### src/ipv4hp_pkg.sv
// ----------------------------------------------------------------------------
// ipv4hp_pkg: shared types and constants for the IPv4 header parser
// Verdict codes, link modes, header offsets and the link type decision.
// ----------------------------------------------------------------------------
`default_nettype none

package ipv4hp_pkg;

    localparam int DEF_LENGTH_BITS = 16;

    // Configuration register indexes.
    localparam logic REG_LINK_MODE = 1'b0;
    localparam logic REG_CSUM_EN   = 1'b1;

    localparam int CFG_DATA_W = 2;

    // Link header modes.
    localparam logic [1:0] MODE_NONE  = 2'd0;
    localparam logic [1:0] MODE_SHORT = 2'd1;
    localparam logic [1:0] MODE_ETH   = 2'd2;
    localparam logic [1:0] MODE_RAW   = 2'd3;

    localparam logic [1:0] LINK_MODE_RST = MODE_ETH;
    localparam logic       CSUM_EN_RST   = 1'b1;

    // Start of the IPv4 header for each kind of link header.
    localparam logic [4:0] OFS_NONE  = 5'd0;
    localparam logic [4:0] OFS_SHORT = 5'd4;
    localparam logic [4:0] OFS_ETH   = 5'd14;
    localparam logic [4:0] OFS_VLAN  = 5'd18;

    localparam logic [15:0] ETH_TYPE_IPV4 = 16'h0800;
    localparam logic [15:0] ETH_TYPE_VLAN = 16'h8100;

    localparam logic [7:0] PROTO_ICMP = 8'd1;
    localparam logic [7:0] PROTO_TCP  = 8'd6;
    localparam logic [7:0] PROTO_UDP  = 8'd17;

    localparam logic [3:0]  IPV4_VERSION = 4'd4;
    localparam logic [3:0]  IPV4_IHL     = 4'd5;
    localparam logic [16:0] CSUM_GOOD    = 17'h0FFFF;
    localparam logic [7:0]  L4_MIN_BYTES = 8'd8;

    // Verdict codes.
    localparam logic [3:0] V_VALID      = 4'd0;
    localparam logic [3:0] V_NON_IP     = 4'd1;
    localparam logic [3:0] V_IP_SHORT   = 4'd2;
    localparam logic [3:0] V_OPTIONS    = 4'd3;
    localparam logic [3:0] V_VERSION    = 4'd4;
    localparam logic [3:0] V_CHECKSUM   = 4'd5;
    localparam logic [3:0] V_TCP_SHORT  = 4'd6;
    localparam logic [3:0] V_UDP_SHORT  = 4'd7;
    localparam logic [3:0] V_ICMP_SHORT = 4'd8;
    localparam logic [3:0] V_UNDEFINED  = 4'd9;

    localparam int VERDICT_W  = 4;
    localparam int OUT_DATA_W = 208;

    typedef struct packed {
        logic       not_ip;
        logic [4:0] offset;
    } link_t;

    // Header summary handed from the capture logic to the classifier.
    typedef struct packed {
        logic        link_not_ip;
        logic [4:0]  ip_offset;
        logic [3:0]  header_words;
        logic [3:0]  version;
        logic [16:0] ones_sum;
        logic [7:0]  protocol;
        logic [3:0]  tcp_words;
    } hdr_sum_t;

    // Resolve the link header from its two type bytes.
    function automatic link_t decide_link(input link_t cur, input logic [15:0] eth_type);
        link_t res;
        res = cur;
        if (cur.offset == OFS_ETH) begin
            if (eth_type == ETH_TYPE_VLAN) begin
                res.offset = OFS_VLAN;
            end else if (eth_type != ETH_TYPE_IPV4) begin
                res.not_ip = 1'b1;
            end
        end else if (cur.offset == OFS_SHORT) begin
            if (eth_type != ETH_TYPE_IPV4) begin
                res.not_ip = 1'b1;
            end
        end
        return res;
    endfunction

endpackage

`default_nettype wire

### src/ipv4_header_parse_classify_top.sv
// ----------------------------------------------------------------------------
// ipv4_header_parse_classify_top: byte-stream IPv4 header parser
// Skips the link header, captures IPv4/TCP/UDP fields, checks the header
// checksum and gives one verdict request per frame.
// ----------------------------------------------------------------------------
// Throughput: one frame byte per cycle; each byte updates the capture registers
// in the cycle it is accepted, with one checksum add and fold on its path.
// The result request appears on the master side in the cycle after the
// byte marked tlast is accepted. Bytes that are not last are taken every cycle;
// a last byte waits only while an earlier result still sits in the output
// register and is not being taken. Reset is synchronous, active low: it clears
// all frame state and the output valid, and sets link mode 2, checksum on.
`default_nettype none

module ipv4_header_parse_classify_top #(
    parameter int LENGTH_BITS = ipv4hp_pkg::DEF_LENGTH_BITS
) (
    input  wire logic                                aclk,
    input  wire logic                                aresetn,
    // Configuration write port.
    input  wire logic                                cfg_wr_en,
    input  wire logic                                cfg_addr,
    input  wire logic [ipv4hp_pkg::CFG_DATA_W-1:0]   cfg_wr_data,
    // Frame byte stream.
    input  wire logic                                s_tvalid,
    output logic                                     s_tready,
    input  wire logic [7:0]                          s_tdata,   // [7:0] frame_byte
    input  wire logic                                s_tlast,   // frame_end
    // Result stream.
    output logic                                     m_tvalid,
    input  wire logic                                m_tready,
    // [31:0] src_address, [63:32] dst_address, [71:64] protocol,
    // [87:72] src_port, [103:88] dst_port, [119:104] ip_total_length,
    // [125:120] ip_header_bytes, [131:126] tcp_header_bytes,
    // [139:132] tcp_flag_bits, [171:140] tcp_sequence,
    // [203:172] tcp_acknowledge, [207:204] zero
    output logic [ipv4hp_pkg::OUT_DATA_W-1:0]        m_tdata,
    output logic [ipv4hp_pkg::VERDICT_W-1:0]         m_tuser    // [3:0] verdict
);
    import ipv4hp_pkg::*;

    localparam logic [LENGTH_BITS-1:0] POS_MAX = '1;

    // Configuration registers.
    logic [1:0] link_mode_reg;
    logic       csum_en_reg;

    // Per-frame capture state.
    logic [LENGTH_BITS-1:0] pos_reg,    pos_next;
    link_t                  link_reg,   link_next;
    logic [7:0]             type_hi_reg, type_hi_next;
    logic [3:0]             hw_reg,     hw_next;
    logic [3:0]             ver_reg,    ver_next;
    logic [16:0]            sum_reg,    sum_next;
    logic [7:0]             proto_reg,  proto_next;
    logic [15:0]            len_reg,    len_next;
    logic [31:0]            src_reg,    src_next;
    logic [31:0]            dst_reg,    dst_next;
    logic [15:0]            sport_reg,  sport_next;
    logic [15:0]            dport_reg,  dport_next;
    logic [31:0]            seq_reg,    seq_next;
    logic [31:0]            ack_reg,    ack_next;
    logic [11:0]            tcpof_reg,  tcpof_next;

    // Output register.
    logic                       m_tvalid_reg;
    logic [OUT_DATA_W-1:0]      m_tdata_reg, m_tdata_next;
    logic [VERDICT_W-1:0]       m_tuser_reg;

    // Values after the current byte, before the end-of-frame clear.
    link_t                  link_cur;
    link_t                  link_step;
    link_t                  link_fin;
    logic [7:0]             type_hi_step;
    logic [3:0]             hw_step;
    logic [3:0]             ver_step;
    logic [16:0]            sum_step;
    logic [7:0]             proto_step;
    logic [15:0]            len_step;
    logic [31:0]            src_step;
    logic [31:0]            dst_step;
    logic [15:0]            sport_step;
    logic [15:0]            dport_step;
    logic [31:0]            seq_step;
    logic [31:0]            ack_step;
    logic [11:0]            tcpof_step;

    logic [LENGTH_BITS-1:0] ip_idx;
    logic                   in_ip;
    logic [6:0]             k_idx;
    logic [6:0]             j_idx;
    logic [5:0]             hbytes;
    logic [15:0]            addend;
    logic [17:0]            sum_wide;
    logic                   type_hi_hit;
    logic                   type_lo_hit;
    logic [LENGTH_BITS-1:0] captured;
    logic [VERDICT_W-1:0]   verdict;
    hdr_sum_t               summary;
    logic                   in_acc;
    logic                   frame_done;
    logic                   is_tcp;

    assign in_acc     = s_tvalid && s_tready;
    assign frame_done = in_acc && s_tlast;

    // A last byte needs the output register; other bytes never do.
    assign s_tready = !m_tvalid_reg || m_tready || !s_tlast;

    assign m_tvalid = m_tvalid_reg;
    assign m_tdata  = m_tdata_reg;
    assign m_tuser  = m_tuser_reg;

    // Configuration writes.
    always_ff @(posedge aclk) begin
        if (!aresetn) begin
            link_mode_reg <= LINK_MODE_RST;
            csum_en_reg   <= CSUM_EN_RST;
        end else if (cfg_wr_en) begin
            unique case (cfg_addr)
                REG_LINK_MODE: link_mode_reg <= cfg_wr_data[1:0];
                REG_CSUM_EN:   csum_en_reg   <= cfg_wr_data[0];
                default:       ;
            endcase
        end
    end

    // The link mode is sampled on the first byte of each frame.
    always_comb begin
        link_cur = link_reg;
        if (pos_reg == '0) begin
            unique case (link_mode_reg)
                MODE_SHORT: link_cur.offset = OFS_SHORT;
                MODE_ETH:   link_cur.offset = OFS_ETH;
                default:    link_cur.offset = OFS_NONE;
            endcase
            link_cur.not_ip = (link_mode_reg == MODE_RAW);
        end
    end

    assign type_hi_hit = (link_cur.offset == OFS_SHORT && pos_reg == LENGTH_BITS'(2)) ||
                         (link_cur.offset == OFS_ETH   && pos_reg == LENGTH_BITS'(12));
    assign type_lo_hit = (link_cur.offset == OFS_SHORT && pos_reg == LENGTH_BITS'(3)) ||
                         (link_cur.offset == OFS_ETH   && pos_reg == LENGTH_BITS'(13));

    // Position within the IPv4 header region; only the first 128 bytes matter.
    assign ip_idx = pos_reg - LENGTH_BITS'(link_cur.offset);
    assign in_ip  = (pos_reg >= LENGTH_BITS'(link_cur.offset)) &&
                    (ip_idx[LENGTH_BITS-1:7] == '0);
    assign k_idx  = ip_idx[6:0];

    // IHL of this byte counts as soon as the first header byte arrives.
    assign hw_step  = (in_ip && !type_lo_hit && k_idx == 7'd0) ? s_tdata[3:0] : hw_reg;
    assign hbytes   = {hw_step, 2'b00};
    assign j_idx    = k_idx - {1'b0, hbytes};
    assign addend   = k_idx[0] ? {8'h00, s_tdata} : {s_tdata, 8'h00};
    assign sum_wide = {1'b0, sum_reg} + {2'b00, addend};

    always_comb begin
        link_step    = link_cur;
        type_hi_step = type_hi_hit ? s_tdata : type_hi_reg;
        ver_step     = ver_reg;
        sum_step     = sum_reg;
        proto_step   = proto_reg;
        len_step     = len_reg;
        src_step     = src_reg;
        dst_step     = dst_reg;
        sport_step   = sport_reg;
        dport_step   = dport_reg;
        seq_step     = seq_reg;
        ack_step     = ack_reg;
        tcpof_step   = tcpof_reg;

        if (type_lo_hit) begin
            link_step = decide_link(link_cur, {type_hi_reg, s_tdata});
        end else if (in_ip) begin
            if (k_idx == 7'd0) begin
                ver_step = s_tdata[7:4];
            end
            if (k_idx == 7'd2 || k_idx == 7'd3) begin
                len_step = {len_reg[7:0], s_tdata};
            end
            if (k_idx == 7'd9) begin
                proto_step = s_tdata;
            end
            if (k_idx >= 7'd12 && k_idx < 7'd16) begin
                src_step = {src_reg[23:0], s_tdata};
            end
            if (k_idx >= 7'd16 && k_idx < 7'd20) begin
                dst_step = {dst_reg[23:0], s_tdata};
            end
            if (k_idx < {1'b0, hbytes}) begin
                // Add the byte in its half of the 16-bit word, then fold the carry.
                sum_step = {1'b0, sum_wide[15:0]} + {15'd0, sum_wide[17:16]};
            end else begin
                if (j_idx < 7'd2) begin
                    sport_step = {sport_reg[7:0], s_tdata};
                end else if (j_idx < 7'd4) begin
                    dport_step = {dport_reg[7:0], s_tdata};
                end else if (j_idx < 7'd8) begin
                    seq_step = {seq_reg[23:0], s_tdata};
                end else if (j_idx < 7'd12) begin
                    ack_step = {ack_reg[23:0], s_tdata};
                end else if (j_idx == 7'd12) begin
                    tcpof_step = {s_tdata[7:4], tcpof_reg[7:0]};
                end else if (j_idx == 7'd13) begin
                    tcpof_step = {tcpof_reg[11:8], s_tdata};
                end
            end
        end
    end

    // Frame end: a link header cut short decides its type with a zero low byte.
    assign captured = (pos_reg != POS_MAX) ? pos_reg + LENGTH_BITS'(1) : POS_MAX;

    always_comb begin
        link_fin = link_step;
        if ((link_step.offset == OFS_SHORT && captured < LENGTH_BITS'(4)) ||
            (link_step.offset == OFS_ETH   && captured < LENGTH_BITS'(14))) begin
            link_fin = decide_link(link_step, {type_hi_step, 8'h00});
        end
    end

    assign summary.link_not_ip  = link_fin.not_ip;
    assign summary.ip_offset    = link_fin.offset;
    assign summary.header_words = hw_step;
    assign summary.version      = ver_step;
    assign summary.ones_sum     = sum_step;
    assign summary.protocol     = proto_step;
    assign summary.tcp_words    = tcpof_step[11:8];

    ipv4hp_classify #(
        .LENGTH_BITS (LENGTH_BITS)
    ) u_classify (
        .summary  (summary),
        .captured (captured),
        .csum_en  (csum_en_reg),
        .verdict  (verdict)
    );

    // Result payload: all zero unless the packet is valid; TCP fields only for TCP.
    assign is_tcp = (proto_step == PROTO_TCP);

    always_comb begin
        m_tdata_next = '0;
        if (verdict == V_VALID) begin
            m_tdata_next[31:0]    = src_step;
            m_tdata_next[63:32]   = dst_step;
            m_tdata_next[71:64]   = proto_step;
            m_tdata_next[87:72]   = sport_step;
            m_tdata_next[103:88]  = dport_step;
            m_tdata_next[119:104] = len_step;
            m_tdata_next[125:120] = hbytes;
            if (is_tcp) begin
                m_tdata_next[131:126] = {tcpof_step[11:8], 2'b00};
                m_tdata_next[139:132] = tcpof_step[7:0];
                m_tdata_next[171:140] = seq_step;
                m_tdata_next[203:172] = ack_step;
            end
        end
    end

    // Next frame state: everything clears after the last byte.
    always_comb begin
        if (s_tlast) begin
            pos_next     = '0;
            link_next    = '0;
            type_hi_next = '0;
            hw_next      = '0;
            ver_next     = '0;
            sum_next     = '0;
            proto_next   = '0;
            len_next     = '0;
            src_next     = '0;
            dst_next     = '0;
            sport_next   = '0;
            dport_next   = '0;
            seq_next     = '0;
            ack_next     = '0;
            tcpof_next   = '0;
        end else begin
            pos_next     = (pos_reg != POS_MAX) ? pos_reg + LENGTH_BITS'(1) : POS_MAX;
            link_next    = link_step;
            type_hi_next = type_hi_step;
            hw_next      = hw_step;
            ver_next     = ver_step;
            sum_next     = sum_step;
            proto_next   = proto_step;
            len_next     = len_step;
            src_next     = src_step;
            dst_next     = dst_step;
            sport_next   = sport_step;
            dport_next   = dport_step;
            seq_next     = seq_step;
            ack_next     = ack_step;
            tcpof_next   = tcpof_step;
        end
    end

    always_ff @(posedge aclk) begin
        if (!aresetn) begin
            pos_reg     <= '0;
            link_reg    <= '0;
            type_hi_reg <= '0;
            hw_reg      <= '0;
            ver_reg     <= '0;
            sum_reg     <= '0;
            proto_reg   <= '0;
            len_reg     <= '0;
            src_reg     <= '0;
            dst_reg     <= '0;
            sport_reg   <= '0;
            dport_reg   <= '0;
            seq_reg     <= '0;
            ack_reg     <= '0;
            tcpof_reg   <= '0;
        end else if (in_acc) begin
            pos_reg     <= pos_next;
            link_reg    <= link_next;
            type_hi_reg <= type_hi_next;
            hw_reg      <= hw_next;
            ver_reg     <= ver_next;
            sum_reg     <= sum_next;
            proto_reg   <= proto_next;
            len_reg     <= len_next;
            src_reg     <= src_next;
            dst_reg     <= dst_next;
            sport_reg   <= sport_next;
            dport_reg   <= dport_next;
            seq_reg     <= seq_next;
            ack_reg     <= ack_next;
            tcpof_reg   <= tcpof_next;
        end
    end

    // Output register: loaded on a last byte, released when taken.
    always_ff @(posedge aclk) begin
        if (!aresetn) begin
            m_tvalid_reg <= 1'b0;
        end else if (frame_done) begin
            m_tvalid_reg <= 1'b1;
        end else if (m_tready) begin
            m_tvalid_reg <= 1'b0;
        end
    end

    always_ff @(posedge aclk) begin
        if (frame_done) begin
            m_tdata_reg <= m_tdata_next;
            m_tuser_reg <= verdict;
        end
    end

    // A result request only ever follows an accepted last byte.
    assert property (@(posedge aclk) disable iff (!aresetn)
        $rose(m_tvalid) |-> $past(s_tvalid && s_tready && s_tlast))
        else $error("result appeared without a frame end");

    // Every accepted last byte leaves a result waiting in the next cycle.
    assert property (@(posedge aclk) disable iff (!aresetn)
        (s_tvalid && s_tready && s_tlast) |=> m_tvalid)
        else $error("frame end lost its result");

    // Any verdict other than valid carries an all-zero payload.
    assert property (@(posedge aclk) disable iff (!aresetn)
        (m_tvalid && m_tuser != V_VALID) |-> (m_tdata == '0))
        else $error("payload not cleared for a rejected frame");

    // The frame state restarts after each frame end.
    assert property (@(posedge aclk) disable iff (!aresetn)
        (s_tvalid && s_tready && s_tlast) |=> (pos_reg == '0 && sum_reg == '0))
        else $error("frame state not cleared after frame end");

endmodule

`default_nettype wire

### src/ipv4hp_classify.sv
// ----------------------------------------------------------------------------
// ipv4hp_classify: end-of-frame verdict
// Applies the header checks in override order to the captured summary.
// ----------------------------------------------------------------------------
`default_nettype none

module ipv4hp_classify #(
    parameter int LENGTH_BITS = ipv4hp_pkg::DEF_LENGTH_BITS
) (
    input  wire ipv4hp_pkg::hdr_sum_t       summary,
    input  wire logic [LENGTH_BITS-1:0]     captured,
    input  wire logic                       csum_en,
    output logic [ipv4hp_pkg::VERDICT_W-1:0] verdict
);
    import ipv4hp_pkg::*;

    logic [7:0] thr_ip;
    logic [7:0] thr_tcp;
    logic [7:0] thr_l4;

    // Largest threshold is 18 + 60 + 60, so eight bits are enough.
    assign thr_ip  = {3'b000, summary.ip_offset} + {2'b00, summary.header_words, 2'b00};
    assign thr_tcp = thr_ip + {2'b00, summary.tcp_words, 2'b00};
    assign thr_l4  = thr_ip + L4_MIN_BYTES;

    always_comb begin
        verdict = V_UNDEFINED;
        if (summary.link_not_ip) begin
            verdict = V_NON_IP;
        end
        if (captured < LENGTH_BITS'(thr_ip)) begin
            verdict = V_IP_SHORT;
        end
        if (summary.header_words != IPV4_IHL) begin
            verdict = V_OPTIONS;
        end
        if (summary.version != IPV4_VERSION) begin
            verdict = V_VERSION;
        end
        if (csum_en && summary.ones_sum != CSUM_GOOD) begin
            verdict = V_CHECKSUM;
        end
        if (summary.protocol == PROTO_TCP) begin
            if (captured < LENGTH_BITS'(thr_tcp)) begin
                verdict = V_TCP_SHORT;
            end else if (verdict == V_UNDEFINED) begin
                verdict = V_VALID;
            end
        end else if (summary.protocol == PROTO_UDP) begin
            if (captured < LENGTH_BITS'(thr_l4)) begin
                verdict = V_UDP_SHORT;
            end else if (verdict == V_UNDEFINED) begin
                verdict = V_VALID;
            end
        end else if (summary.protocol == PROTO_ICMP) begin
            if (captured < LENGTH_BITS'(thr_l4)) begin
                verdict = V_ICMP_SHORT;
            end
        end
    end

endmodule

`default_nettype wire

### config.mk
export PLATFORM = sky130hd
export DESIGN_NAME = ipv4_header_parse_classify_top
export DESIGN_NICKNAME = d
export VERILOG_FILES = /design/src/ipv4hp_pkg.sv /design/src/ipv4_header_parse_classify_top.sv /design/src/ipv4hp_classify.sv
export SDC_FILE = /design/constraint.sdc
export NUM_CORES = 1
export LEC_CHECK = 0
export BUFFER_PORTS_ARGS = -buffer_cell sky130_fd_sc_hd__buf_2
export CORE_MARGIN = 4
export CORE_UTILIZATION = 45
export DETAILED_ROUTE_END_ITERATION = 16
export PLACE_DENSITY = 0.65
export SLEW_MARGIN = 5
export SYNTH_ARGS = -nofsm -noshare
export SYNTH_HDL_FRONTEND = slang
export SYNTH_HIERARCHICAL = 1
export SYNTH_SLANG_ARGS = --single-unit
### constraint.sdc
create_clock -name aclk -period 29 [get_ports aclk]
set_input_delay 2.9 -clock aclk [delete_from_list [all_inputs] [get_ports aclk]]
set_output_delay 2.9 -clock aclk [all_outputs]
set_load 0.01 [all_outputs]
# Yosys cells after proc, flatten, opt, wreduce, memory -nomap -nowiden
# Index checks and enable logic that the tools add are counted.
# classes
addsub,8
multipliers,0
div_mod_pow,0
n_lt_le_gt_ge,15
n_eq_ne,28
shift,0
muxes,99
bitwise,1
reduce_logical,31
# ops
op,count
$mux W32,23
$mux W16,18
$mux W12,9
$mux W78,1
$mux W4,18
$mux W17,4
$mux W8,7
$lt A16 B8 Y1,3
$eq A16 B2 Y1 const B,2
$eq A16 B4 Y1 const B,2
$mux W6,4
$eq A7 B4 Y1 const B,3
$mux W5,4
$add A17 B16 Y18,1
$add A16 B2 Y17,1
$ne A17 B16 Y1 const B,1
$add A16 B1 Y16 const B,1
$eq A16 B16 Y1 const B,1
$ge A16 B5 Y1,1
$logic_not A16 Y1,1
$lt A16 B3 Y1 const B,1
$lt A16 B4 Y1 const B,1
$ne A16 B12 Y1 const B,1
$ne A16 B16 Y1 const B,1
35 further kinds,73
# word_totals
ff_bits,463
latchBits,0
ram_bits,0
mem_bits_ro,0
elab_cells,205
memories,0

# Logic depth before layout (Yosys ltp)
# Gate-level depths: netlist of the first run.
# logic_depth
ltp_word,27
mapped_depth,49
ltp_nobuf,43

# Cells and area by module
# The synthesis of the first run kept the hierarchy.
# modules_own_cells
mod,n_inst,cells_per_inst,area_each_um2,seq_area_each_um2
ipv4_header_parse_classify_top,1,2003,21345.5,11230.8
ipv4hp_classify,1,134,1029.7,0.0

# Worst setup path after synthesis of the first run
# Ideal clock, no wire load.
# synth_timing
path_type,input to register
startpoint,input port s_tdata[0]
endpoint,"register m_tdata_reg[132] (netlist: m_tdata[132]), data pin"
setup_time_ps,139
arrival_time_ps,9999
required_time_ps,28861
slack_ps,18862
stages,39
path_buffers,4
path_cell_list,clkbuf_1 > nor2b_1 > ha_1 > fa_1 > a21o_1 > a21oi_1 > o21bai_1 > a21boi_0 > o311a_1 > a21oi_1 > a21o_1 > a21o_1 > a21o_1 > a21oi_1 > xnor2_1 > ha_1 > a21oi_1 > nor2_1 > (+3 left out) > nor3b_1 > xor2_1 > mux2_2 > nand3_1 > nor3_1 > a21boi_1 > nand2b_1 > or4_1 > o21ai_0 > a21oi_1 > nor4_1 > and2_1 > nand3_1 > or4_1 > clkbuf_1 > buf_6 > buf_6 > nor2_1
# synth_via
word_cells_on_any_way,78
classes_between,6 x add/sub; 8 x order compare; 14 x eq/ne; 44 x mux; 6 x reduce/logical
# synth_lines
element,line,rtl
start: declaration,ipv4_header_parse_classify_top.sv:27,"input wire logic [7:0] s_tdata,"
$mux W16,ipv4_header_parse_classify_top.sv:156,"assign addend = k_idx[0] ? {8'h00, s_tdata} : {s_tdata, 8'h00};"
$add A17 B16 Y18,ipv4_header_parse_classify_top.sv:157,"assign sum_wide = {1'b0, sum_reg} + {2'b00, addend};"
$add A16 B2 Y17,ipv4_header_parse_classify_top.sv:194,"sum_step = {1'b0, sum_wide[15:0]} + {15'd0, sum_wide[17:16]};"
$mux W17 *,ipv4_header_parse_classify_top.sv:192,"if (k_idx < {1'b0, hbytes}) begin"
$mux W17 *,ipv4_header_parse_classify_top.sv:176,end else if (in_ip) begin
$mux W17 *,ipv4_header_parse_classify_top.sv:174,if (type_lo_hit) begin
named net sum_step[15],ipv4_header_parse_classify_top.sv:77,logic [16:0] sum_step;
$ne A17 B16 Y1 *,ipv4hp_classify.sv:40,if (csum_en && summary.ones_sum != CSUM_GOOD) begin
(+2 left out),--,
$eq A4 B4 Y1,"ipv4hp_classify.sv:46, ipv4hp_classify.sv:52",
$mux W4,"ipv4hp_classify.sv:46, ipv4hp_classify.sv:52",
$mux W4,ipv4hp_classify.sv:50,if (captured < LENGTH_BITS'(thr_l4)) begin
$mux W4,ipv4hp_classify.sv:49,end else if (summary.protocol == PROTO_UDP) begin
$mux W4 *,ipv4hp_classify.sv:43,if (summary.protocol == PROTO_TCP) begin
named net verdict[0],ipv4_header_parse_classify_top.sv:98,logic [VERDICT_W-1:0] verdict;
$logic_not A4 Y1 *,ipv4_header_parse_classify_top.sv:246,if (verdict == V_VALID) begin
$reduce_and A2 Y1 (no source line) *,--,
end signal: assignment,ipv4_header_parse_classify_top.sv:349,m_tdata_reg <= m_tdata_next;
end: declaration,ipv4_header_parse_classify_top.sv:67,"logic [OUT_DATA_W-1:0] m_tdata_reg, m_tdata_next;"
# The timed path passes the listed nets; every way through them passes the cells marked *.
# A chain may end at the register's enable or synchronous reset.

# Final worst setup path of the first run
# layout_timing
startpoint,register pos_reg[1]
endpoint,"register m_tdata_reg[143] (netlist: m_tdata[143]), data pin"
# layout_via
word_cells_on_any_way,112
classes_between,8 x add/sub; 11 x order compare; 20 x eq/ne; 54 x mux; 19 x reduce/logical
# layout_lines
element,line,rtl
start: declaration,ipv4_header_parse_classify_top.sv:49,"logic [LENGTH_BITS-1:0] pos_reg, pos_next;"
start signal: assignment,ipv4_header_parse_classify_top.sv:318,pos_reg <= pos_next;
branches (longest 12 deep; another with $add A17 B16 Y18),--,
$mux W17 *,ipv4_header_parse_classify_top.sv:174,
named net sum_step[15],ipv4_header_parse_classify_top.sv:77,
$ne A17 B16 Y1 *,ipv4hp_classify.sv:40,
$logic_and A1 B1 Y1 *,ipv4hp_classify.sv:40,
$mux W4 *,ipv4hp_classify.sv:40,
$eq A4 B4 Y1,"ipv4hp_classify.sv:46, ipv4hp_classify.sv:52",
$mux W4,"ipv4hp_classify.sv:46, ipv4hp_classify.sv:52",
$mux W4,ipv4hp_classify.sv:50,
$mux W4,ipv4hp_classify.sv:49,
$mux W4 *,ipv4hp_classify.sv:43,
named net verdict[0],ipv4_header_parse_classify_top.sv:98,
$logic_not A4 Y1 *,ipv4_header_parse_classify_top.sv:246,
$reduce_and A2 Y1 (no source line) *,--,
# Mark *: on every way through the listed nets, which the timed path passes.

==> results.sh, run 1 <==
export IMPL_syn_inst=2137
export IMPL_hpwl_um=41510
export IMPL_post_drt_via_cell_ratio=5.702
export IMPL_crit_family="simple AND/OR/NAND/NOR gates"
export IMPL_cts_root_buf="clkbuf_16"
export IMPL_clk_path_buf_depth=3
export IMPL_num_io_pins=231
export IMPL_antenna_found_initial=1
export IMPL_hold_class="flip-flop to flip-flop"
export IMPL_start_kind="flip-flop"
export IMPL_crit_arrival_ps=12750
export IMPL_die_area_mm2=0.05335
export IMPL_critPathCaptureType="flip-flop"
export IMPL_synthArstFlopShare_pct=0
export IMPL_avgSynthCellArea_um2=10.47
export IMPL_netlist_area_mm2=0.02238
export IMPL_powerDensity_mw_per_mm2=56.63
export IMPL_fp_row_count=81
export IMPL_numClockSinks=459
export IMPL_grt_pass1_wl_um=95540
export IMPL_crit_top_cell="a21oi_1"
export IMPL_synth_top_area_share_pct=27.38
export IMPL_peakVddDrop_v=0.00003876
export IMPL_routedWlPerCell_um=20.62
export IMPL_drive_gt1_share_pct=17.41
export IMPL_grt_max_degree=127
export IMPL_hold_viol=0
export IMPL_ant_nets=0
export IMPL_die_y_um=231.0
export IMPL_tritoncts="done"
export IMPL_ys_warnings_count=6
export IMPL_max_slew_margin_pct=15.53
export IMPL_final_cell_mix="dfxtp_1 (255), buf_2 (221), nor2_1 (219), edfxtp_1 (204), nand2_1 (169)"
export IMPL_drc=0
export IMPL_final_util_pct=52.22
export IMPL_grt_setup_unrepaired="false"
export IMPL_status="completed"
export IMPL_grt_total_usage_pct=22.43
export IMPL_critPathSlowestCell="ha_1"
export IMPL_clkLatencyLatePin_ps=600
export IMPL_h_tree_depth=2
export IMPL_ys_seq_area_share_pct=50.19
export IMPL_synth_cell_types=102
export IMPL_ys_ff_latch=459
export IMPL_vias=17088
export IMPL_path_clk_slew_ps=60
export IMPL_largest_reg_flops=200
export IMPL_cts_buffers=50
export IMPL_cts_hold_buf=0
export IMPL_first_pass_iters=7
export IMPL_crit_path_max_fanout=76
export IMPL_synth_edf_count=204
export IMPL_yosysTopAreaCell="edfxtp_1"
export IMPL_grt_pass1_vias=16564
export IMPL_slew_viol_final=0
export IMPL_critPathBufInv=2
export IMPL_fin_crit_ps=12310
export IMPL_start_util_pct=45.62
export IMPL_whs_ps=478.3
export IMPL_routabilityCongestion=0.9128
export IMPL_finalCritPeriodShare_pct=42.46
export IMPL_io_buffers=222
export IMPL_die_width_um=231.0
export IMPL_core_area_mm2=0.04905
export IMPL_worst_pin_slew_ps=1264
export IMPL_power_leakage_nw=10.36
export IMPL_synth_area_leaders="edfxtp_1 (27%), dfxtp_1 (23%), mux2i_1 (7.5%), nor2_1 (3.7%), nor2b_1 (3.7%)"
export IMPL_final_common_cell="dfxtp_1"
export IMPL_drtIter0Drc=1330
export IMPL_wl_um=61790
export IMPL_synth_ff_type="dfxtp_1"
export IMPL_fin_skew_ps=33.58
export IMPL_crit_path_max_incr_delay_ps=880
export IMPL_globalRouteOverflowTotal=0
export IMPL_setup_viol=0
export IMPL_post_cts_setup_buffers=0
export IMPL_max_freq_mhz=81.22
export IMPL_totalNegativeSetupSlack_ps=0
export IMPL_syn_to_final_growth_pct=14.48
export IMPL_cts_resized_gates=0
export IMPL_path_class="flip-flop to flip-flop"
export IMPL_cp_data_required_time_ps=29440
export IMPL_nNetsFinal=2367
export IMPL_maxCapViolations=0
report_power, final:
group	internal (mW)	switching (mW)
clock network	0.390	0.270
registers	0.685	0.00503
logic	0.0297	0.0710
total	1.11	0.346
cell usage after synthesis, types with 5 or more instances:
master and n:
o31ai_1 6, o21a_1 7, a32o_1 14, or2_2 6, xnor2_1 25, nor4_1 9, a21oi_1 75, and3_1 9
a21o_1 19, nand3_1 44, nand2b_1 12, nor2_1 220, edfxtp_1 204, a31oi_1 6, nand2_1 169, o2bb2ai_1 24
nor3b_1 7, dfxtp_1 255, a22o_1 76, fa_1 5, buf_4 10, a22oi_1 103, o211ai_1 5, mux2i_1 168
and2_1 31, buf_6 7, mux2_2 23, xor2_1 22, a211oi_1 7, nand4_1 9, clkbuf_1 105, o21ai_0 42
ha_1 55, nor3_1 26, a2bb2o_1 8, or4_1 12, a21boi_0 12, inv_1 44, buf_2 25, nor2b_1 132
or3_1 6
logic make-up after synthesis:
kind of cell | count (synthesis) | share of synthesized area (%)
simple gates | 733 | 16.81
buf+inv | 194 | 3.797
fa+ha+maj | 61 | 3.568
xor+xnor | 47 | 1.840
mux | 191 | 8.673
other cells | 1 | 0.01676
compound gates | 451 | 15.10
flops | 459 | 50.19
layer usage:
layer,global-route usage (%),vias to the layer above,routed length (um)
li1,-,8082,-
met1,30.87,8372,27400
met5,0,-,13
met4,8.138,2,2113
met2,36.17,510,28890
met3,3.332,122,3368
stage by stage:
| step | instances | total power, mW | setup WS [ps] | area (um2) |
|---|---|---|---|---|
| after floorplan | 2144 | 0.7661 | 18860 | 22400 |
| after global placement | 2902 | 0.8029 | 16510 | 23880 |
| after detailed placement | 2902 | 0.8036 | 16500 | 23880 |
| after CTS | 2996 | 1.464 | 16800 | 25610 |
| after global routing | 2996 | 1.498 | 15800 | 25610 |
| final | 2997 | 1.451 | 16690 | 25620 |
final cells by class:
| class | instances | area [um2] |
|---|---|---|
| clock buffers | 62 | 1359 |
| flip-flops and latches | 459 | 11230 |
| repair buffers | 244 | 1279 |
| well taps | 664 | 830.8 |
| inverters | 44 | 172.7 |
| fillers | 4364 | 23440 |
| multi-input cells | 1491 | 10370 |
| clock inverters | 32 | 374.1 |
| diodes | 1 | 2.502 |
worst reg2reg max path: cells and delay by family, from the launching register on:
family | cells | cell delay [ps]
compound gates | 14 | 2520
xor+xnor | 2 | 450
fa+ha+maj | 5 | 2030
buf+inv | 2 | 550
flops | 1 | 400
mux | 1 | 190
simple gates | 18 | 6000
final timing paths:
kind / startpoint / end / slack [ps] / depth (start not counted)
setup / recovery: pos_reg[1]$_SDFFE_PN0P_ / m_tdata[143]$_SDFFCE_PN0P_ / 16690 / 42
hold / removal: dport_reg[8]$_SDFFE_PN0P_ / dport_reg[8]$_SDFFE_PN0P_ / 480 / 1
setup reg to reg: pos_reg[1]$_SDFFE_PN0P_ / m_tdata[143]$_SDFFCE_PN0P_ / 16690 / 42
hold reg to reg: dport_reg[8]$_SDFFE_PN0P_ / dport_reg[8]$_SDFFE_PN0P_ / 480 / 1
Note: power is estimated with default switching activity, not from simulation.
==> run 2, diff against run 1 <==
--- a/config.mk
+++ b/config.mk
@@ -9,7 +9,7 @@
 export CORE_MARGIN = 4
 export CORE_UTILIZATION = 45
 export DETAILED_ROUTE_END_ITERATION = 16
-export PLACE_DENSITY = 0.65
+export PLACE_DENSITY = 0.67
 export SLEW_MARGIN = 5
 export SYNTH_ARGS = -nofsm -noshare
 export SYNTH_HDL_FRONTEND = slang
==> constraint.sdc (replaced) <==
create_clock -name aclk -period 11.15 [get_ports aclk]
set_input_delay 1.115 -clock aclk [delete_from_list [all_inputs] [get_ports aclk]]
set_output_delay 1.115 -clock aclk [all_outputs]
set_load 0.01 [all_outputs]
==> run 2 against run 1 <==
  * Clock power grew 150%
  * Global-route usage shrank 0.35 points
  * Maximum frequency grew 16%
  * Final cell count is essentially flat
  * Wire length shrank 1.6%
  * Clock skew shrank 14 ps
  * Register-to-register slack lost 16000 ps
  * Largest cell class unchanged
==> results.sh, run 2 (same netlist as run 1, synthesis figures left out) <==
export IMPL_status="completed"
export IMPL_wl_um=60770
export IMPL_cp_data_required_time_ps=11580
export IMPL_crit_path_max_fanout=76
export IMPL_drc=0
export IMPL_slew_viol_final=0
export IMPL_hold_viol=0
export IMPL_totalNegativeSetupSlack_ps=0
export IMPL_diodes=0
export IMPL_maxCapViolations=0
export IMPL_grtUsageMet1_pct=30.68
export IMPL_power_leakage_nw=10.35
export IMPL_fin_ws_ps=577.9
export IMPL_grt_busiest_layer="met2"
export IMPL_io_buffers=222
export IMPL_h_tree_depth=2
export IMPL_powerDensity_mw_per_mm2=143.3
export IMPL_tritoncts="done"
export IMPL_critPathSlowestCell="or4_2"
export IMPL_critPathCaptureType="flip-flop"
export IMPL_numClockSinks=459
export IMPL_clk_path_buf_depth=3
export IMPL_path_class="flip-flop to flip-flop"
export IMPL_start_kind="flip-flop"
export IMPL_final_cell_mix="dfxtp_1 (255), buf_2 (221), nor2_1 (219), edfxtp_1 (204), nand2_1 (169)"
export IMPL_startpoint="pos_reg[0]$_SDFFE_PN0P_"
export IMPL_die_y_um=231.0
export IMPL_vias=17020
export IMPL_cts_buffers=48
export IMPL_crit_arrival_ps=11000
export IMPL_final_common_cell="dfxtp_1"
export IMPL_hpwl_um=41060
export IMPL_grt_max_degree=129
export IMPL_die_area_mm2=0.05335
export IMPL_ant_nets=0
export IMPL_drtIter0Drc=1563
export IMPL_hp_start="seq_reg[27]$_SDFFE_PN0P_"
export IMPL_fin_skew_ps=19.87
export IMPL_globalRouteOverflowTotal=0
export IMPL_post_drt_via_cell_ratio=5.675
export IMPL_post_dp_cell_area_mm2=0.02396
export IMPL_crit_top_cell="ha_1"
export IMPL_largest_reg_flops=200
export IMPL_hold_class="flip-flop to flip-flop"
export IMPL_place_ws_ps=417.1
export IMPL_core_area_mm2=0.04905
export IMPL_cts_root_buf="clkbuf_16"
export IMPL_setup_viol=0
export IMPL_antenna_found_initial=1
export IMPL_num_io_pins=231
export IMPL_first_pass_iters=5
export IMPL_routedWlPerCell_um=20.26
export IMPL_syn_to_final_growth_pct=14.57
export IMPL_finalCritPeriodShare_pct=94.82
export IMPL_peakVddDrop_v=0.00009571
export IMPL_use_met2_pct=36.47
export IMPL_fp_row_count=81
export IMPL_fin_crit_ps=10570
export IMPL_nNetsFinal=2372
export IMPL_crit_path_max_incr_delay_ps=660
export IMPL_clkLatencyLatePin_ps=590
export IMPL_die_width_um=231.0
export IMPL_fillers=4384
export IMPL_routabilityCongestion=0.9460
export IMPL_drive_gt1_share_pct=17.90
export IMPL_reg2reg_setup_slack_ps=580
export IMPL_path_clk_slew_ps=60
export IMPL_grt_total_usage_pct=22.08
export IMPL_max_freq_mhz=94.59
export IMPL_grt_pass1_wl_um=94880
export IMPL_grt_setup_unrepaired="false"
export IMPL_register_area_mm2=0.01123
export IMPL_grt_util_met3_pct=3.048
export IMPL_max_slew_margin_pct=26.48
export IMPL_design_area_mm2=0.02563
export IMPL_start_util_pct=45.62
export IMPL_timing_rr_start="pos_reg[0]$_SDFFE_PN0P_"
export IMPL_worst_pin_slew_ps=1103
export IMPL_grt_pass1_vias=16577
export IMPL_multi_input_area_mm2=0.01045
## run 2: worst paths after layout
path,to,depth (start not counted)
max reg2reg,m_tdata[140]$_SDFFCE_PN0P_,39
min reg2reg,seq_reg[27]$_SDFFE_PN0P_,1
max,m_tdata[140]$_SDFFCE_PN0P_,39
min,seq_reg[27]$_SDFFE_PN0P_,1
## run 2: routing by layer
metal  share of wire [%]  routed length [um]  vias to the layer above
met5               0.021                  13                        -
met4                 2.2                1357                        2
met3                 4.7                2870                       80
met2                  48               29150                      470
met1                  45               27380                     8391
li1                    -                   -                     8077
## run 2: timing repair
action	4_1_cts	5_1_grt
buffers inserted	0	0
hold buffers	0	0
setup endpoints to repair	0	151
gates resized for setup	0	16
## run 2: critical path, delay by kind of cell (launching register included)
kind	cells	cell delay (ps)
flops	1	360
mux	3	1110
simple gates	12	3530
fa+ha+maj	6	1690
buf+inv	2	430
xor+xnor	2	310
compound gates	14	2940
## run 2: metrics by stage
step	hold WS, ps	std cells	power [mW]	utilization [%]
2_1_floorplan	443.5	2144	1.993	-
3_3_place_gp	461.1	2909	2.082	48.84
3_5_place_dp	463.8	2909	2.084	48.84
4_1_cts	482.7	2999	3.698	52.10
5_1_grt	494.1	2999	3.798	52.26
6_report	477.8	2999	3.673	52.26
## run 2: cell type report
| cell class | count | area share [%] |
|---|---|---|
| well taps | 664 | 3.241 |
| clock inverters | 33 | 1.303 |
| repair buffers | 251 | 5.291 |
| multi-input cells | 1491 | 40.75 |
| flip-flops and latches | 459 | 43.81 |
| clock buffers | 57 | 4.935 |
| inverters | 44 | 0.6736 |
## run 2: power by group
part	switching, mW	total (mW)	internal [mW]
clock network	0.687	1.62	0.934
logic	0.178	0.257	0.0782
registers	0.0127	1.79	1.78
==> run 3, diff against run 2 <==
--- a/config.mk
+++ b/config.mk
@@ -9,6 +9,7 @@
 export CORE_MARGIN = 4
 export CORE_UTILIZATION = 45
 export DETAILED_ROUTE_END_ITERATION = 16
+export MAX_ROUTING_LAYER = met4
 export PLACE_DENSITY = 0.67
 export SLEW_MARGIN = 5
 export SYNTH_ARGS = -nofsm -noshare
==> run 3 against run 2 <==
  * Count of clock-buffer cells in the layout up 12
  * Final cell count barely moved
  * First-iteration DRC count fell by 10%
  * Wire length is 0.36% lower
  * Sequential cell count did not move
  * Largest power group unchanged
  * Critical path depth unchanged
  * Via count down 0.18%
  * Critical path type unchanged
  * Maximum frequency is 1.1% higher
  * Total power increased by 0.40%
  * Utilization barely moved
  * Cell area barely moved
  * Clock skew shrank 4.5 ps
==> results.sh, run 3 (same netlist as run 1, synthesis figures left out) <==
export IMPL_start_kind="flip-flop"
export IMPL_grt_setup_unrepaired="false"
export IMPL_largest_reg_flops=200
export IMPL_drive_gt1_share_pct=17.75
export IMPL_finalCritPeriodShare_pct=93.83
export IMPL_peakVddDrop_v=0.00009735
export IMPL_antenna_found_initial=2
export IMPL_sw_frac_of_total_pct=23.33
export IMPL_globalRouteOverflowTotal=0
export IMPL_ant_nets=0
export IMPL_grt_pass1_vias=16227
export IMPL_power_frac_clock_pct=44.4
export IMPL_nNetsFinal=2371
export IMPL_hold_viol=0
export IMPL_h_tree_depth=2
export IMPL_internal_power_mw=2.827
export IMPL_slew_viol_final=0
export IMPL_tritoncts="done"
export IMPL_max_slew_margin_pct=26.51
export IMPL_grt_pass1_wl_um=93520
export IMPL_fillers=4387
export IMPL_core_area_mm2=0.04905
export IMPL_register_area_mm2=0.01123
export IMPL_crit_path_max_fanout=76
export IMPL_final_util_pct=52.26
export IMPL_worst_pin_slew_ps=1102
export IMPL_start_util_pct=45.62
export IMPL_cts_root_buf="clkbuf_16"
export IMPL_numClockSinks=459
export IMPL_hold_class="flip-flop to flip-flop"
export IMPL_totalNegativeSetupSlack_ps=0
export IMPL_post_cts_setup_buffers=0
export IMPL_total_power_mw=3.687
export IMPL_p_switching_mw=0.8603
export IMPL_final_common_cell="dfxtp_1"
export IMPL_die_y_um=231.0
export IMPL_grt_total_usage_pct=22.50
export IMPL_crit_top_cell="ha_1"
export IMPL_final_cell_mix="dfxtp_1 (255), buf_2 (221), nor2_1 (219), edfxtp_1 (204), nand2_1 (169)"
export IMPL_max_freq_mhz=95.58
export IMPL_vias=16990
export IMPL_wl_um=60560
export IMPL_path_clk_slew_ps=60
export IMPL_stdcell_count=2998
export IMPL_num_io_pins=231
export IMPL_drtIter0Drc=1401
export IMPL_multi_input_area_mm2=0.01044
export IMPL_grt_max_degree=129
export IMPL_routedWlPerCell_um=20.20
export IMPL_fp_row_count=81
export IMPL_clkLatencyLatePin_ps=580
export IMPL_clk_path_buf_depth=3
export IMPL_fin_crit_ps=10460
export IMPL_path_class="flip-flop to flip-flop"
export IMPL_crit_arrival_ps=10890
export IMPL_critPathCaptureType="flip-flop"
export IMPL_hpwl_um=40740
export IMPL_syn_to_final_growth_pct=14.56
export IMPL_drc=0
export IMPL_crit_path_max_incr_delay_ps=660
export IMPL_cp_data_required_time_ps=11570
export IMPL_io_buffers=222
export IMPL_fin_ws_ps=688.0
export IMPL_routabilityCongestion=0.9545
export IMPL_cts_buffers=48
export IMPL_die_area_mm2=0.05335
export IMPL_critPathSlowestCell="or4_2"
export IMPL_post_drt_via_cell_ratio=5.667
export IMPL_fin_skew_ps=15.33
export IMPL_sequentialPowerShare_pct=48.7
export IMPL_powerDensity_mw_per_mm2=143.8
export IMPL_power_leakage_nw=10.36
export IMPL_maxCapViolations=0
export IMPL_status="completed"
export IMPL_dp_cells=2908
export IMPL_setup_viol=0
export IMPL_place_ws_ps=376.1
export IMPL_combPwrFrac_pct=6.9
export IMPL_die_width_um=231.0
export IMPL_first_pass_iters=5
==> run 3: final cells by class <==
cell class                 instances  area share, %
antenna                            1       0.009762
clock buffer                      69          5.311
clock inverter                    20         0.9518
inverter                          44         0.6736
multi-input combinational       1491          40.74
sequential                       459          43.81
tap                              664          3.241
timing repair buffer             250          5.262
==> run 3: timing repair <==
item | in CTS | in global routing
gates resized for setup | 0 | 14
endpoints found under the hold margin | 0 | 0
setup endpoints to repair | 0 | 148
hold buffers | 0 | 0
==> run 3: power by group through the flow <==
stage	logic, mW	clock network, mW	registers, mW
after floorplan	0.145	0	1.85
after global placement	0.251	0	1.83
after detailed placement	0.254	0	1.83
after CTS	0.254	1.67	1.79
after global routing	0.276	1.74	1.80
final	0.256	1.64	1.79
==> run 3: critical path, delay by kind of cell (launching register included) <==
family	cells	cell delay, ps
compound gates	14	2920
buf+inv	2	430
fa+ha+maj	6	1630
mux	3	1120
xor+xnor	2	290
simple gates	12	3480
flops	1	360
==> run 3: worst paths after layout <==
check	startpoint	to	slack, ps	cells past startpoint
worst max register to register	pos_reg[0]$_SDFFE_PN0P_	m_tdata[182]$_SDFFCE_PN0P_	690	39
worst max-delay path	pos_reg[0]$_SDFFE_PN0P_	m_tdata[182]$_SDFFCE_PN0P_	690	39
worst min register to register	tcpof_reg[4]$_SDFFE_PN0P_	tcpof_reg[4]$_SDFFE_PN0P_	480	1
worst min-delay path	tcpof_reg[4]$_SDFFE_PN0P_	tcpof_reg[4]$_SDFFE_PN0P_	480	1
==> run 3: per-layer routing <==
layer	vias up	track usage, %	part of all wire, %
li1	8087	-	-
met1	8276	30.10	45
met2	512	35.45	47
met3	115	3.110	5.1
met4	0	7.630	3.3
met5	-	-	0
==> run 3: per-stage QoR <==
stage,hold WS (ps),cell area [um2]
finish,479.0,25630
global route,488.8,25630
CTS,482.0,25560
detailed placement,463.7,23950
global placement,461.2,23950
floorplan,443.5,22400
